===== src/rtl/core/sset_pkg.sv =====
// Shared types, constants and elaboration helpers for the sorted set insert block.
package sset_pkg;

  localparam int CAPACITY_DEF  = 1024;
  localparam int HASH_BITS_DEF = 64;
  localparam int HASH_PORT_W   = 64;
  localparam int COUNT_OUT_W   = 11;
  localparam int TREE_FAN      = 32;

  typedef enum logic [1:0] {
    ST_IDLE,
    ST_TREE,
    ST_DECIDE
  } sset_state_e;

  typedef struct packed {
    logic cmp_en;
    logic shift_en;
  } cell_ctrl_t;

  // Registered OR-tree levels needed until at most TREE_FAN bits remain.
  function automatic int tree_levels(int w);
    int n;
    int c;
    n = 0;
    c = w;
    while (c > TREE_FAN) begin
      c = (c + TREE_FAN - 1) / TREE_FAN;
      n++;
    end
    return n;
  endfunction

  // Width of tree level lvl; level 0 is the leaf vector.
  function automatic int tree_width(int w, int lvl);
    int c;
    c = w;
    for (int i = 0; i < lvl; i++) begin
      c = (c + TREE_FAN - 1) / TREE_FAN;
    end
    return c;
  endfunction

  // Bit offset of tree level lvl (lvl >= 1) in the packed level register.
  function automatic int tree_offset(int w, int lvl);
    int s;
    s = 0;
    for (int k = 1; k < lvl; k++) begin
      s += tree_width(w, k);
    end
    return s;
  endfunction

endpackage


===== src/rtl/core/sset_cell.sv =====
// One storage cell of the sorted row: holds an entry, compares it and shifts it up.
module sset_cell import sset_pkg::*; #(
  parameter int HASH_BITS = HASH_BITS_DEF
) (
  input  logic                 clk_i,
  input  logic                 rst_ni,
  input  cell_ctrl_t           ctrl_i,
  input  logic [HASH_BITS-1:0] key_i,
  input  logic [HASH_BITS-1:0] prev_entry_i,
  input  logic                 prev_occ_i,
  input  logic                 prev_take_i,
  output logic [HASH_BITS-1:0] entry_o,
  output logic                 occ_o,
  output logic                 take_o,
  output logic                 eq_o
);

  logic [HASH_BITS-1:0] entry_q, entry_d;
  logic                 occ_q, occ_d;
  logic                 take_q, eq_q;
  logic                 take_now, eq_now;

  // Take: this slot is at or past the insert point (empty or not below the key).
  assign take_now = !occ_q || (entry_q >= key_i);
  assign eq_now   = occ_q && (entry_q == key_i);

  always_comb begin
    entry_d = entry_q;
    occ_d   = occ_q;
    if (ctrl_i.shift_en && take_q) begin
      if (prev_take_i) begin
        entry_d = prev_entry_i;
        occ_d   = prev_occ_i;
      end else begin
        entry_d = key_i;
        occ_d   = 1'b1;
      end
    end
  end

  always_ff @(posedge clk_i or negedge rst_ni) begin
    if (!rst_ni) begin
      occ_q <= 1'b0;
    end else begin
      occ_q <= occ_d;
    end
  end

  always_ff @(posedge clk_i) begin
    entry_q <= entry_d;
    if (ctrl_i.cmp_en) begin
      take_q <= take_now;
      eq_q   <= eq_now;
    end
  end

  assign entry_o = entry_q;
  assign occ_o   = occ_q;
  assign take_o  = take_q;
  assign eq_o    = eq_q;

endmodule


===== config.mk =====
export PLATFORM = sky130hd
export DESIGN_NAME = sset_cell
export DESIGN_NICKNAME = d
export VERILOG_FILES = /design/src/rtl/core/sset_pkg.sv /design/src/rtl/core/sset_cell.sv
export SDC_FILE = /design/constraint.sdc
export NUM_CORES = 1
export LEC_CHECK = 0
export BUFFER_PORTS_ARGS = -buffer_cell sky130_fd_sc_hd__buf_2
export CAP_MARGIN = 20
export CORE_UTILIZATION = 47
export DETAILED_ROUTE_END_ITERATION = 10
export GPL_TIMING_DRIVEN = 0
export PLACE_DENSITY_LB_ADDON = 0.1
export RECOVER_POWER = 50
export SLEW_MARGIN = 20
export SYNTH_ARGS = -nofsm -noshare
export SYNTH_HDL_FRONTEND = slang
export SYNTH_SLANG_ARGS = --single-unit

===== constraint.sdc =====
create_clock -name clk_i -period 2.7 [get_ports clk_i]
set_clock_uncertainty 0.2 [all_clocks]
set_input_delay 0.27 -clock clk_i [delete_from_list [all_inputs] [get_ports clk_i]]
set_output_delay 0.27 -clock clk_i [all_outputs]
set_load 0.02 [all_outputs]

# [Yosys cells after proc, flatten, opt, wreduce, memory -nomap -nowiden]
# Cells that the tools add are included.
[totals] output_inout_bits=67 regBits=67 inputBits=134 wordCells=12
[op_classes] magnitude_cmp=1 mux=2 reduce_logical=4 n_eq_ne=1
[ops] op="== test 64 bit" count=1
[ops] op="greater-or-equal comparator 64 bit" count=1
[ops] op="two-way mux 64 bit" count=1
[ops] op="logical AND 1 bit" count=2
[ops] op="zero test 1 bit" count=1
[ops] op="logical OR 1 bit" count=1
[ops] op="two-way mux 1 bit" count=1

# [Longest topological paths before layout]
[logic_depth] ltp_word=2 mapped_depth=8

# [Worst setup path after synthesis]
# Ideal clock, no wire load.
[synth_path] path_kind="reg-to-reg" startpoint="register take_q (netlist: take_o)" endpoint="register entry_q[0] (netlist: entry_o[0]) (enable)" path_stages_with_launch=2 required_ps=2070 t_arrival_ps=2028 path_slack_ps=42 cell_sequence="edfxtp_1 and2_1"
[synth_via] elab_chain_len=1
[synth_rtl] item="from (decl)" line="sset_cell.sv:20" rtl="logic take_q, eq_q;"
[synth_rtl] item="from (signal assigned)" line="sset_cell.sv:52" rtl="take_q <= take_now;"
[synth_rtl] item="logical AND 1 bit" line="sset_cell.sv:30" rtl="if (ctrl_i.shift_en && take_q) begin"
[synth_rtl] item="to (signal assigned)" line="sset_cell.sv:50" rtl="entry_q <= entry_d;"
[synth_rtl] item="to (decl)" line="sset_cell.sv:18" rtl="logic [HASH_BITS-1:0] entry_q, entry_d;"
# Every way passes these cells.
# A chain may end at the register's enable or synchronous reset.

# [Worst setup path after layout]
[layout_path] startpoint="register entry_q[11] (netlist: entry_o[11])" endpoint="register take_q (netlist: take_o) (data pin)"
[layout_via] elab_chain_len=2
[layout_rtl] item="greater-or-equal comparator 64 bit" line="sset_cell.sv:24" rtl="assign take_now = !occ_q || (entry_q >= key_i);"
[layout_rtl] item="logical OR 1 bit" line="sset_cell.sv:24"
[layout_rtl] item="via take_now" line="sset_cell.sv:21" rtl="logic take_now, eq_now;"
# The timed path passes the listed nets, and every way through them passes these cells.

==> PnR_summary.wiki <==
{| class="wikitable"
! Metric !! Value
|-
| Area share of the largest cell type after synthesis || 46.34%
|-
| Headroom to the max-slew limit || 12.62%
|-
| Part of the Yosys area used for sequential elements || a little under half
|-
| Run status || finished clean
|-
| Data required, critical path || about 2.7 ns
|-
| Maximum number of pins on one net before global-route repair || 51
|-
| Met1 WL || 4.877 mm
|-
| DIE AREA || around 0.0095 mm²
|-
| Number of remaining DRC errors || 0
|-
| Cell taking the most area after synthesis || edfxtp_1
|-
| Max Clk Rate || 0.3785 GHz
|-
| Die H || ~97 µm
|-
| Number of global-route vias before repair || 4154
|-
| Layout cell share with drive strength beyond 1 || 27.79%
|-
| Number of enable-type register cells in the synthesized netlist || 66
|-
| Startpoint class of the critical path || register
|-
| Number of sinks on the clock net || 67
|-
| Hold Path Origin || prev_entry_i[61]
|-
| Library cell with the highest instance count after synthesis || nand2_1
|-
| HPWL reported at the end of detailed placement || 9.021 mm
|-
| Via density per instance || 5.060
|-
| Highest routed metal layer || met4
|-
| Routed wl met2 || 5.682 mm
|-
| Static power due to leakage || 0.002782 µW
|-
| Total Power || between 2000 and 3000 µW
|-
| Leading register cell type out of synthesis || edfxtp_1
|-
| Max_cap viols || 0
|-
| Largest fanout on the critical path || 3
|-
| Total Routed Length || between 10 and 15 mm
|-
| Routed wl met3 || 701 µm
|-
| 1st-pass router iterations || 4
|-
| Worst supply voltage drop on vdd || 0.0003572 V
|-
| Number of max-slew violations in the final report || 0
|-
| Residual antenna-violating net count after detailed routing || 0
|-
| Initial DRC count || 111
|-
| Gp weighted congestion || about 0.85
|-
| Synthesis-to-finish area growth || 37.68%
|-
| Antenna violations before repair || 0
|-
| Number of standard cells after synthesis || 448
|-
| Final core area utilization || 67.19%
|-
| Nets@finish || 873
|-
| Proportion of register bits with asynchronous set or reset after synthesis || 1.493%
|-
| Crit Path Class || register to register
|-
| Actual transition at the worst max-transition pin || between 1 and 1.5 ns
|-
| Total CTS buffers || 9
|-
| Top area cells in the synthesized netlist || edfxtp_1 46%, ha_1 19%, o21ai_0 8.4%
|-
| Routed len/inst || 14.51 µm
|-
| Count of yosys warnings during synthesis || 0
|-
| Effective utilization at floorplan || 48.80%
|-
| Synthesized cell area || 0.004277 mm²
|-
| Depth of the worst register-to-register path || 7
|-
| Count of vias placed by the detailed router || about 4000
|-
| All-Layer GR Usage || 24.53%
|-
| Antenna diode count || 0
|-
| Endpoint of the worst hold-timing path || entry_o[61]
|-
| # Post-CTS Setup Buffers || 0
|-
| WHS Path Cells || 3
|-
| Number of endpoints with negative hold slack in the final report || 0
|-
| Clock root cell || clkbuf_8
|-
| Number of H-tree branching levels || 3
|-
| FF+latch count, synth || 67
|-
| Count of unique library cells instantiated by Yosys || 32
|-
| Worst Hold Class || input pin to register
|-
| Die width || 97.39 µm
|-
| Total gr overflow || 0
|-
| Final critical delay including setup and external delays || 2.642 ns
|-
| Data arrival, critical path || 2.62 ns
|-
| Critical Path End Type || register
|-
| Synth top cells by count || 84 x nand2_1, 72 x o21ai_0, 66 x edfxtp_1, 66 x inv_1, 64 x ha_1
|-
| Startpoint of the worst-slack reg-to-reg timing path || entry_o[11]
|-
| Minimum setup slack among reg-to-reg paths || 0.06 ns
|-
| Fraction of the cycle the final worst path needs || 97.86%
|-
| Power per cell area || 503.4 mW/mm²
|-
| Unrepaired setup endpoints after global routing || true
|-
| Count of pins on the block boundary || about 200
|-
| Clock Pin Slew Worst Setup and Hold Paths || 0.08 ns
|-
| Count of endpoints failing setup in the final report || 0
|-
| CTS tree || yes
|-
| Area inside the core boundary || a little under 0.009 mm²
|-
| Endpoint of the worst register-to-register path || take_o
|-
| Floorplan row count || 34
|-
| Clk_lat worst skew || 0.34 ns
|-
| Clock Tree Buf Depth || 2
|-
| First-pass GRT wire length || 18.69 mm
|-
| Post-synthesis net count || 646
|-
| Avg Inst Size Synth || 9.546 µm²
|-
| # port buffers || 199
|}
[power breakdown]
part           internal [µW]  switching (µW)
registers               1240            43.3
logic                    275             391
clock network            612             401
[sequential cells by signal, indices dropped and copies added, names as in the netlist]
name and count:
occ_o 1, eq_o 1, entry_o 64, take_o 1
[per-layer routing]
layer / track usage (%) / vias up
met2: 44.06 / 149
met3: 5.036 / 18
met1: 29.27 / 1791
li1: - / 2029
met5: 0 / -
met4: 7.692 / 0
[area by class of cell]
class	count	area, µm²
Fill cell	758	2875
Timing Repair Buffer	216	1136
Inverter	66	247.7
Buffer	14	52.55
Tap cell	108	135.1
Clock inverter	5	101.3
Multi-Input combinational cell	301	2077
Clock buffer	11	131.4
Sequential cell	67	2007
[critical path: stages, from the launching register on]
cell and delay, ns:
edfxtp_1 0.41, ha_1 0.34, nand4_1 0.13, or4_4 0.54
or4_4 0.48, o211ai_1 0.13, a21oi_2 0.10, o221ai_2 0.17
[cells in the final DEF (no fill, tap or decap), types with 2 or more instances in the layout]
cell type / Yosys / routed
o211ai_1: 2 / 2
a211oi_1: 3 / 3
o21ai_0: 72 / 72
or4_4: 0 / 2
a31oi_1: 2 / 2
clkbuf_1: 13 / 54
edfxtp_1: 66 / 66
bufinv_16: 0 / 3
nand2_1: 84 / 84
ha_4: 0 / 7
buf_2: 0 / 161
nand4_1: 8 / 8
inv_1: 66 / 66
nand3_1: 7 / 7
a21oi_1: 26 / 25
nor3_1: 5 / 5
clkbuf_8: 0 / 9
nor4_1: 2 / 2
ha_1: 64 / 57
dlygate4sd3_1: 0 / 16
nor2_1: 10 / 10
[stage by stage]
step,instances,TNS (ns),worst slack (ns),hold slack [ns],instance area (µm²)
final,788,0,0.05784,0.006612,5888
after global routing,788,-0.05069,-0.05069,0.008324,5888
after global placement,755,-38.47,-0.6076,-0.1548,5408
after floorplan,448,0,0.04232,-0.2256,4277
after CTS,788,0,0.002977,0.001054,5859
after detailed placement,756,-0.0002007,-0.0002007,-0.1542,5438
[cell families (layout without fill, tap and decap cells)]
logic type,count (synthesis),count (layout),synth area share [%]
muxes,1,1,0.2633
AOI/OAI and AO/OA,111,111,13.98
adders and majority gates,64,64,18.72
buffers and inverters,80,312,7.022
and+or+nand+nor,125,125,13.08
DFF,67,67,46.93
[timing repair]
item / in CTS / in global routing
endpoints found under the setup margin: 1 / 1
pin swaps: 0 / 7
hold buffers: 16 / 0
gates resized for setup: 3 / 9
cloned: 0 / 0
hold endpoints to repair: 17 / 0
[how the worst max path moves through the flow]
stage,from,endpoint,slack [ns]
after CTS,entry_o[13],take_o,0.003
after floorplan,take_o,entry_o[0],0.04
after detailed placement,entry_o[14],take_o,-0.0002
final,entry_o[11],take_o,0.06
after global placement,ctrl_i[0],occ_o,-0.61
after global routing,entry_o[10],take_o,-0.05
Power figures use the tool's default switching activity.
