**config.mk**
```make
export PLATFORM = sky130hd
export DESIGN_NAME = sset_or_tree
export DESIGN_NICKNAME = d
export VERILOG_FILES = /design/src/rtl/core/sset_pkg.sv /design/src/rtl/core/sset_or_tree.sv
export SDC_FILE = /design/constraint.sdc
export NUM_CORES = 1
export LEC_CHECK = 0
export BUFFER_PORTS_ARGS = -buffer_cell sky130_fd_sc_hd__buf_4
export CAP_MARGIN = 20
export CORE_AREA = 5 5 399 401
export DETAILED_ROUTE_END_ITERATION = 6
export DIE_AREA = 0 0 404 406
export RECOVER_POWER = 100
export SLEW_MARGIN = 10
export SYNTH_ARGS = -nofsm -noshare
export SYNTH_HDL_FRONTEND = slang
export SYNTH_SLANG_ARGS = --single-unit
```
**constraint.sdc**
```tcl
create_clock -name clk_i -period 1 [get_ports clk_i]
set_input_delay 0.15 -clock clk_i [delete_from_list [all_inputs] [get_ports clk_i]]
set_output_delay 0.15 -clock clk_i [all_outputs]
set_load 0.01 [all_outputs]
```
**src/rtl/core/sset_pkg.sv**
```systemverilog
// Shared types, constants and elaboration helpers for the sorted set insert block.
package sset_pkg;

  localparam int CAPACITY_DEF  = 1024;
  localparam int HASH_BITS_DEF = 64;
  localparam int HASH_PORT_W   = 64;
  localparam int COUNT_OUT_W   = 11;
  localparam int TREE_FAN      = 32;

  typedef enum logic [1:0] {
    ST_IDLE,
    ST_TREE,
    ST_DECIDE
  } sset_state_e;

  typedef struct packed {
    logic cmp_en;
    logic shift_en;
  } cell_ctrl_t;

  // Registered OR-tree levels needed until at most TREE_FAN bits remain.
  function automatic int tree_levels(int w);
    int n;
    int c;
    n = 0;
    c = w;
    while (c > TREE_FAN) begin
      c = (c + TREE_FAN - 1) / TREE_FAN;
      n++;
    end
    return n;
  endfunction

  // Width of tree level lvl; level 0 is the leaf vector.
  function automatic int tree_width(int w, int lvl);
    int c;
    c = w;
    for (int i = 0; i < lvl; i++) begin
      c = (c + TREE_FAN - 1) / TREE_FAN;
    end
    return c;
  endfunction

  // Bit offset of tree level lvl (lvl >= 1) in the packed level register.
  function automatic int tree_offset(int w, int lvl);
    int s;
    s = 0;
    for (int k = 1; k < lvl; k++) begin
      s += tree_width(w, k);
    end
    return s;
  endfunction

endpackage

```
**src/rtl/core/sset_or_tree.sv**
```systemverilog
// Pipelined OR reduction of the per-cell match flags.
module sset_or_tree import sset_pkg::*; #(
  parameter int WIDTH = CAPACITY_DEF
) (
  input  logic             clk_i,
  input  logic [WIDTH-1:0] eq_i,
  output logic             any_o
);

  localparam int LEVELS = tree_levels(WIDTH);

  if (LEVELS == 0) begin : g_flat
    assign any_o = |eq_i;
  end else begin : g_tree
    localparam int TOT_W   = tree_offset(WIDTH, LEVELS + 1);
    localparam int TOP_OFF = tree_offset(WIDTH, LEVELS);
    localparam int TOP_W   = tree_width(WIDTH, LEVELS);

    logic [TOT_W-1:0] tree_q, tree_d;

    always_comb begin
      tree_d = '0;
      for (int l = 1; l <= LEVELS; l++) begin
        for (int j = 0; j < tree_width(WIDTH, l); j++) begin
          for (int b = 0; b < TREE_FAN; b++) begin
            if (j * TREE_FAN + b < tree_width(WIDTH, l - 1)) begin
              if (l == 1) begin
                tree_d[tree_offset(WIDTH, l) + j] |= eq_i[j * TREE_FAN + b];
              end else begin
                tree_d[tree_offset(WIDTH, l) + j] |=
                  tree_q[tree_offset(WIDTH, l - 1) + j * TREE_FAN + b];
              end
            end
          end
        end
      end
    end

    always_ff @(posedge clk_i) begin
      tree_q <= tree_d;
    end

    assign any_o = |tree_q[TOP_OFF +: TOP_W];
  end

endmodule

```
# Yosys cells after proc, flatten, opt, wreduce, memory -nomap -nowiden
# Cells that the tools add are included.
# W data, S select, Z words.
# word_totals
register_bits,32
latch_bits,0
ramBits,0
mem_bits_ro,0
inputBits,1025
out_inout_bits,1
wordCells,994
n_memories,0
# op_classes
addsub,0
n_mul,0
div_mod_pow,0
n_lt_le_gt_ge,0
eq_ne,0
shifts,0
n_mux,0
bitwise_logic,992
n_reduce_logical,1
# ops
cell,n
$or A1 B1 Y1,992
$reduce_or A32 Y1,1

# Logic depth before layout (Yosys ltp)
# Gate-level depths: netlist (run 1).
# depth
depth_word,31
ltp_mapped,3
depth_no_buf,3

# Worst setup path after synthesis (run 1)
# Ideal clock, no wire load.
# synth_timing
path_type,register -> output
startpoint,register g_tree.tree_q[24]
endpoint,output any_o
arrival_time_ns,0.891
t_required_ns,0.850
slack_ns,-0.041
path_stages_with_launch,4
n_path_buf,0
cell_sequence,dfxtp_1 nor4_1 nand4_1 or2_1
# synth_via
elab_chain_len,1
# synth_lines
element,line_no,text
from (decl),sset_or_tree.sv:19,"logic [TOT_W-1:0] tree_q, tree_d;"
from (signal assigned),sset_or_tree.sv:40,tree_q <= tree_d;
$reduce_or A32 Y1,sset_or_tree.sv:43,assign any_o = |tree_q[TOP_OFF +: TOP_W];
to (decl),sset_or_tree.sv:7,output logic any_o
# No other way between the ends.

# Final worst setup path (run 1)
# layout_timing
startpoint,register g_tree.tree_q[1]
endpoint,output any_o
# The elaborated chain is that of the path after synthesis.

==> summary.txt, run 1 <==
Detailed routing
  – Via density per instance: 2.43
  – Routed Antenna Nets: 0
  – Vias: roughly 8600
  – Post-route DRC: 0
  – Max layer used: met5
  – Post-Route M1 WL: 21400 um
  – Met3 WL: 5050 um
  – Routed wire per std cell: around 17 um
  – Met2 routed wirelength: 33600 um
  – Final WL: between 60000 and 70000 um
  – DR iter-0 viols: around 430
  – DR pass1 iterations: 5

Global route
  – Vias in the first global route: slightly above 9000
  – Global-route wire length before repair: around 75000 um
  – GRT Total Usage: 6.79%
  – GR Overflow Total: 0
  – Initial antenna violation count: 23
  – Largest net degree at the start of global routing: 10

Power
  – Leak: 5.78 nW
  – Comb power frac: 57.9%
  – Internal power: 0.00509 W
  – Switching pwr: 0.00191 W
  – Peak supply drop: 530 uV
  – Clock share of power: 23.9%
  – Switching share of power: 27.3%
  – Power per cell area: 482 nW/um^2
  – Sequential share of power: 18.2%

Clocking
  – Root Driver: clkbuf_16
  – Register clock-pin slew on the reported worst setup and hold paths: 0.06 ns
  – H-Tree Depth: 2
  – Hold_buf cts: 0
  – CTS sink cnt: 32
  – Clk buf depth: 2
  – TritonCTS Buffers: 5
  – CTS tree: yes
  – Post-CTS Repair Setup Buffers: 0

STA
  – Setup-failing EPs final: 4
  – Tcrit/Tclk final: 190%
  – Worst Slack Setup Final: -0.896 ns
  – RSZ-0062 raised after global routing: true
  – Slew Viols, Final: 0
  – Final setup TNS: -1.34 ns
  – Tmin final: 1.90 ns
  – Slew margin rel.: roughly 67%
  – Final-report hold violation count: 0
  – Max Clock Freq: 527 MHz
  – Worst-Margin Slew: 0.494 ns

Placed design
  – Port buffer count: 1025
  – Placer Congestion: 0.940
  – Place WS: -0.910 ns
  – Placed Cells: ~3500
  – Final HPWL from detailed placement: 58400 um

Finish
  – Commonest non-fill, non-tap cell in the layout: buf_4
  – Final net count: 2496
  – Layout cells sized above 1: 79.4%
  – Finished Layout Cells: roughly 3500
  – Commonest cells after routing, fill and taps aside: buf_4, nor4_1, nand4_1
  – Final core occ: 9.35%
  – P&R area growth vs syn: 366%
  – Reg with most FFs: g_tree.tree_q
  – Largest registers: g_tree.tree_q (32)
  – Max reg flops: 32

Run status
  – Failing checks: negative setup slack
  – Run status: finished with violations

Flow run
  – Max-cap violations: 0

Floorplan
  – Die Y: 406 um
  – Die Width: 404 um
  – FP Rows: between 100 and 150
  – Die area: 164000 sq um
  – Core Box Area: around 160000 sq um
  – I/O pins: 1026
  – Initial core utilization: 2.01%

Synthesis
  – Yosys warning total: 0
  – Post-Syn Instances: 395
  – Post-synthesis instance area: 3120 sq um
  – Synthesized Nets: approximately 1400
  – Avg Inst Size Synth: 7.89 sq um
  – FF+latch count, synth: 32
  – Register area share after synthesis: 20.5%
  – Yosys cell types: 5

Setup path
  – CP max stage delay: 0.33 ns
  – WS Path Type: reg2out
  – CP startpoint: g_tree.tree_q[1]
  – Crit Path Max Fanout: 1
  – Arr. time, crit path: 1.75 ns
  – Cell mode on critical path: buf_6
  – CP required: 0.85 ns
  – Type of destination of the critical path: output port
  – CP startpoint kind: register
  – Crit-path cells: nor4_4 > nand4_1 > buf_6 > or2_4 > buf_6
  – End of the critical path: any_o
  – CP max stage cell: dfxtp_2

Worst hold path
  – HP Class: in2reg
## through the flow
stage	power [W]	instance area [sq um]	hold slack, ns
after floorplan	0.00151	3120	0.323
after global placement	0.00513	13800	0.470
after detailed placement	0.00516	13800	0.475
after CTS	0.00709	14300	0.153
after global routing	0.00738	14500	0.183
final	0.00700	14500	0.169
## cells by family after synthesis
kind of cell  after synthesis  synth area share (%)
simple gates              363                  79.5
flops                      32                  20.5
## layer usage
metal,vias up,track usage [%]
met3,72,1.87
met4,2,1.85
li1,4003,-
met2,582,13.1
met5,-,0
met1,3932,7.23
## power by group through the flow
stage	clock (W)	sequential (W)	combinational, W
3_3_place_gp	0	0.00130	0.00383
5_1_grt	0.00185	0.00127	0.00426
6_report	0.00167	0.00127	0.00406
2_1_floorplan	0	0.00130	0.000204
3_5_place_dp	0	0.00130	0.00386
4_1_cts	0.00182	0.00127	0.00400
## cell usage after synthesis (all sizes together)
master	count	area [sq um]
dfxtp	32	641
nand4	66	413
nor4	264	1860
or2	33	206
## critical path: cells and delay by family (launching register included)
family / cells / cell delay [ns]
flops: 1 / 0.33
buf+inv: 2 / 0.33
simple gates: 3 / 0.79
## how the worst min path moves through the flow
stage,startpoint,endpoint,slack (ns),cells after the start
3_5_place_dp,eq_i[956],g_tree.tree_q[29],0.47,4
6_report,eq_i[953],g_tree.tree_q[29],0.17,4
4_1_cts,eq_i[956],g_tree.tree_q[29],0.15,4
3_3_place_gp,eq_i[953],g_tree.tree_q[29],0.47,4
2_1_floorplan,eq_i[23],g_tree.tree_q[0],0.32,3
5_1_grt,eq_i[956],g_tree.tree_q[29],0.18,4
## final cells by class
class	count	area (sq um)
fill	18100	141000
multi-input combinational	363	3020
timing repair buffer	1069	8120
antenna	5	12.5
sequential	32	643
tap	2058	2570
clock buffer	7	153
## what timing repair did
action                                  in CTS  in global routing
endpoints found under the setup margin      15                 18
resized for setup                           71                 34
pin swaps                                   22                 20
endpoints found under the hold margin        0                  0
(Power assumes the default switching activity.)
==> run 2: changes to the inputs <==
- BUFFER_PORTS_ARGS: -buffer_cell sky130_fd_sc_hd__buf_4 -> -buffer_cell sky130_fd_sc_hd__buf_2
==> summary.txt, run 2 (synthesized netlist as in run 1, its figures left out) <==
Detailed routing
  – Routed wire per std cell: 17.1 um (-2.4%)
  – Final WL: 60600 um (-2.0%)
  – Routed Antenna Nets: 0 (unchanged)
  – Vias: 8668 (+0.90%)
  – DR pass1 iterations: 4 (-1)
  – Via density per instance: 2.44 (+0.55%)
  – Post-route DRC: 0 (unchanged)
  – DR iter-0 viols: 401 (-6.3%)

Floorplan
  – Initial core utilization: 2.01% (unchanged)
  – Die Width: 404 um (unchanged)
  – Die area: 164000 sq um (unchanged)
  – I/O pins: 1026 (unchanged)
  – Die Y: 406 um (unchanged)
  – Core Box Area: 155000 sq um (unchanged)
  – FP Rows: 145 (unchanged)

Finish
  – Commonest non-fill, non-tap cell in the layout: buf_2
  – Final net count: 2503 (+0.28%)
  – Commonest cells after routing, fill and taps aside: buf_2, nor4_1, nand4_1
  – Reg with most FFs: g_tree.tree_q
  – Max reg flops: 32 (unchanged)
  – P&R area growth vs syn: 280%
  – Layout cells sized above 1: 78.2% (-1.2 points)
  – Largest registers: g_tree.tree_q (32)

Worst hold path
  – HP Class: in2reg

Global route
  – Global-route wire length before repair: 73000 um (-2.8%)
  – Vias in the first global route: 9092 (-2.5%)
  – GRT Total Usage: 6.67% (-0.12 points)
  – Initial antenna violation count: 30 (+30%)
  – GR Overflow Total: 0 (unchanged)
  – Largest net degree at the start of global routing: 11 (+1)

Clocking
  – Clk buf depth: 2 (unchanged)
  – Post-CTS Repair Setup Buffers: 0 (unchanged)
  – CTS tree: yes
  – Root Driver: clkbuf_16
  – TritonCTS Buffers: 5 (unchanged)
  – H-Tree Depth: 2 (unchanged)
  – Register clock-pin slew on the reported worst setup and hold paths: 0.06 ns (about the same)
  – CTS sink cnt: 32 (unchanged)

Power
  – Leak: 4.89 nW (-15%)
  – Tot Pwr: 0.00606 W (-14%)
  – Peak supply drop: 430 uV (-19%)
  – Power per cell area: 511 nW/um^2 (+6.0%)

STA
  – Tcrit/Tclk final: 199% (+9.7 points)
  – Setup-failing EPs final: 3 (-1)
  – Final-report hold violation count: 0 (unchanged)
  – Slew margin rel.: 73.5% (+6.7 points)
  – Tmin final: 1.99 ns (+0.0967 ns)
  – Max Clock Freq: 502 MHz (-4.9%)
  – Slew Viols, Final: 0 (unchanged)
  – RSZ-0062 raised after global routing: true
  – Worst-Margin Slew: 0.394 ns (-0.100 ns)
  – Worst Slack Setup Final: -0.993 ns (-0.0967 ns)

Run status
  – Failing checks: negative setup slack
  – Run status: finished with violations

Setup path
  – CP required: 0.85 ns (about the same)
  – WS Path Type: reg2out
  – CP startpoint kind: register
  – Arr. time, crit path: 1.84 ns (+0.09 ns)
  – Type of destination of the critical path: output port
  – Crit Path Max Fanout: 1 (unchanged)

Placed design
  – Place WS: -1.38 ns (-0.468 ns)
  – Placer Congestion: 0.982 (+4.5%)
  – Final HPWL from detailed placement: 57200 um (-2.0%)
  – Port buffer count: 1025 (unchanged)

Flow run
  – Max-cap violations: 0 (unchanged)
-- run 2: cell types whose count changed in the layout (fill, tap and decap cells not counted), moves of 7 or more --
cell	before	now
or2_0	7	14
buf_2	0	1007
buf_4	1028	44
buf_6	26	17
clkbuf_4	10	0
nor4_4	25	14
nor4_1	185	196
-- run 2: path summary, 6_finish.rpt --
kind	startpoint	cells after the start	slack (ns)	endpoint
worst max-delay path	g_tree.tree_q[1]	5	-0.99	any_o
worst min-delay path	eq_i[695]	4	0.18	g_tree.tree_q[21]
-- run 2: final cells by class --
cell class	count	area [sq um]
fillers	18400	143000
repair buffers	1076	5610
multi-input cells	363	2840
well taps	2058	2570
flip-flops and latches	32	642
clock buffers	6	129
clock inverters	2	35.0
diodes	9	22.5
-- run 2: critical path, stage by stage (launching register included) --
cell     delay, ns
dfxtp_2       0.33
nor4_4        0.34
nand4_1       0.26
buf_4         0.23
or2_4         0.25
buf_6         0.13
-- run 2: metal layers --
metal	vias up	wire, um	track usage [%]
met2	620	31700	12.4
met5	-	47	0
met3	91	4860	1.81
met1	3926	21500	7.13
li1	4025	-	-
met4	6	2530	2.62
-- run 2: per-stage QoR --
step                      TNS [ns]  utilization [%]  cell area [sq um]  hold WS (ns)  cells
final                        -1.21             7.63              11900         0.177   3546
after CTS                    -1.64             7.54              11700         0.167   3537
after floorplan            -0.0405                -               3120         0.323    395
after global placement      -13.81             7.25              11300         0.517   3527
after detailed placement    -12.27             7.27              11300         0.503   3529
after global routing         -1.62             7.62              11800         0.189   3540
-- run 2: repair_timing --
action                                 in CTS  in global routing
endpoints found under the hold margin       0                  0
pin swaps                                  19                 10
hold buffers                                0                  0
setup endpoints to repair                  10                 17
resized for setup                          43                 24
-- run 2: power by group --
part | switching (W) | total (W) | internal, W
combinational | 0.00125 | 0.00291 | 0.00166
clock | 0.000699 | 0.00187 | 0.00117
sequential | 0.000000000000507 | 0.00127 | 0.00127
total | 0.00195 | 0.00606 | 0.00411
==> run 3: changes to the inputs <==
- RECOVER_POWER: 100 -> unset
- TNS_END_PERCENT: unset -> 20
==> summary.txt, run 3 (synthesized netlist as in run 1, its figures left out) <==
Run status
  – Run status: finished with violations
  – Failing checks: negative setup slack

Setup path
  – Type of destination of the critical path: output port
  – CP required: 0.85 ns (about the same)
  – Buf+Inv Stages, Crit Path: 2 (unchanged)
  – CP max stage delay: 0.34 ns (about the same)
  – WS Path Type: reg2out
  – CP startpoint kind: register
  – CP top delay family: simple AND/OR/NAND/NOR gates
  – Crit Path Max Fanout: 1 (unchanged)
  – Crit-path cells: nor4_4 > nand4_1 > buf_4 > or2_4 > buf_6
  – Arr. time, crit path: 1.84 ns (about the same)
  – CP max stage cell: nor4_4

Clocking
  – H-Tree Depth: 2 (unchanged)
  – Register clock-pin slew on the reported worst setup and hold paths: 0.06 ns (about the same)
  – Clk buf depth: 2 (unchanged)
  – CTS tree: yes
  – Hold_buf cts: 0 (unchanged)
  – TritonCTS Buffers: 5 (unchanged)
  – CTS sink cnt: 32 (unchanged)
  – Root Driver: clkbuf_16
  – Post-CTS Repair Setup Buffers: 0 (unchanged)

Detailed routing
  – Post-route DRC: 0 (unchanged)
  – Routed wire per std cell: 17.1 um (-0.18%)
  – Via density per instance: 2.44 (about the same)
  – Final WL: 60600 um (about the same)
  – DR pass1 iterations: 4 (unchanged)
  – Routed Antenna Nets: 0 (unchanged)
  – DR iter-0 viols: 360 (-10%)
  – Vias: 8675 (+0.081%)

Global route
  – Vias in the first global route: 9087 (-0.055%)
  – GRT Total Usage: 6.66% (about the same)
  – Initial antenna violation count: 31 (+3.3%)
  – GR Overflow Total: 0 (unchanged)
  – Largest net degree at the start of global routing: 11 (unchanged)
  – Global-route wire length before repair: 72900 um (about the same)

STA
  – RSZ-0062 raised after global routing: true
  – Worst Slack Setup Final: -0.993 ns (+0.00000100 ns)
  – Worst-Margin Slew: 0.405 ns (+0.0115 ns)
  – Tmin final: 1.99 ns (-0.00000100 ns)
  – Max Clock Freq: 502 MHz (unchanged)
  – Slew margin rel.: 72.7% (-0.77 points)
  – Final-report hold violation count: 0 (unchanged)
  – Tcrit/Tclk final: 199% (about the same)
  – Setup-failing EPs final: 3 (unchanged)
  – Final setup TNS: -1.33 ns (-0.122 ns)
  – Slew Viols, Final: 0 (unchanged)

Power
  – Power per cell area: 510 nW/um^2 (-0.19%)
  – Leak: 4.89 nW (about the same)
  – Tot Pwr: 0.00603 W (-0.39%)
  – Peak supply drop: 430 uV (unchanged)

Finish
  – Largest registers: g_tree.tree_q (32)
  – Max reg flops: 32 (unchanged)
  – Final net count: 2503 (unchanged)
  – Final core occ: 7.62% (-0.015 points)
  – Commonest non-fill, non-tap cell in the layout: buf_2
  – Layout cells sized above 1: 78.4% (+0.14 points)
  – P&R area growth vs syn: 279%
  – Commonest cells after routing, fill and taps aside: buf_2, nor4_1, nand4_1
  – Reg with most FFs: g_tree.tree_q

Floorplan
  – Die Y: 406 um (unchanged)
  – I/O pins: 1026 (unchanged)
  – Die Width: 404 um (unchanged)
  – Core Box Area: 155000 sq um (unchanged)
  – Die area: 164000 sq um (unchanged)
  – Initial core utilization: 2.01% (unchanged)
  – FP Rows: 145 (unchanged)

Worst hold path
  – Number of cells on the worst hold path: 4 (unchanged)
  – HP Class: in2reg
  – Beginning of the worst hold path: eq_i[695]
  – Hold path endpoint: g_tree.tree_q[21]

Placed design
  – Port buffer count: 1025 (unchanged)
  – Final HPWL from detailed placement: 57200 um (unchanged)
  – Placer Congestion: 0.982 (unchanged)

Flow run
  – Max-cap violations: 0 (unchanged)
[run 3: cell types whose count changed in the layout (fill, tap and decap cells not counted), sizes merged]
cell / change
diode: +4
clkbuf: -7
buf: +7
[run 3: metrics by stage]
stage                     hold WS, ns  setup WS [ns]  cell area, sq um  cells
after global placement          0.517          -2.25             11300   3527
after CTS                       0.167          -1.23             11700   3537
final                           0.177         -0.993             11800   3550
after global routing            0.189          -1.23             11800   3540
after detailed placement        0.503          -1.38             11300   3529
after floorplan                 0.323        -0.0405              3120    395
[run 3: worst max path at each step]
stage	to	start	slack, ns	cells past startpoint
after global routing	any_o	g_tree.tree_q[1]	-1.23	5
after floorplan	any_o	g_tree.tree_q[24]	-0.04	3
after CTS	any_o	g_tree.tree_q[1]	-1.23	5
final	any_o	g_tree.tree_q[1]	-0.99	5
after global placement	g_tree.tree_q[31]	eq_i[999]	-2.25	4
after detailed placement	any_o	g_tree.tree_q[3]	-1.38	5
[run 3: what timing repair did]
item | 4_1_cts | 5_1_grt
pin swaps | 11 | 7
endpoints found under the setup margin | 10 | 18
resized for setup | 37 | 21
[run 3: per-layer routing]
layer / track usage [%] / part of all wire, % / vias to the layer above
li1: - / - / 4029
met1: 7.15 / 35 / 3925
met2: 12.4 / 52 / 618
met3: 1.78 / 8.4 / 95
met4: 2.62 / 4.0 / 8
met5: 0 / 0.10 / -
[run 3: power by group]
part / internal, W / switching [W]
Combinational: 0.00164 / 0.00124
Clock: 0.00117 / 0.000698
Sequential: 0.00127 / 0.000000000000507
Total: 0.00409 / 0.00194
[run 3: cell type report]
cell class / instances / area (sq um)
Antenna cell: 13 / 32.5
Clock buffer: 6 / 129
Clock inverter: 2 / 35.0
Fill cell: 18400 / 143000
Multi-Input combinational cell: 363 / 2820
Sequential cell: 32 / 642
Tap cell: 2058 / 2570
Timing Repair Buffer: 1076 / 5600
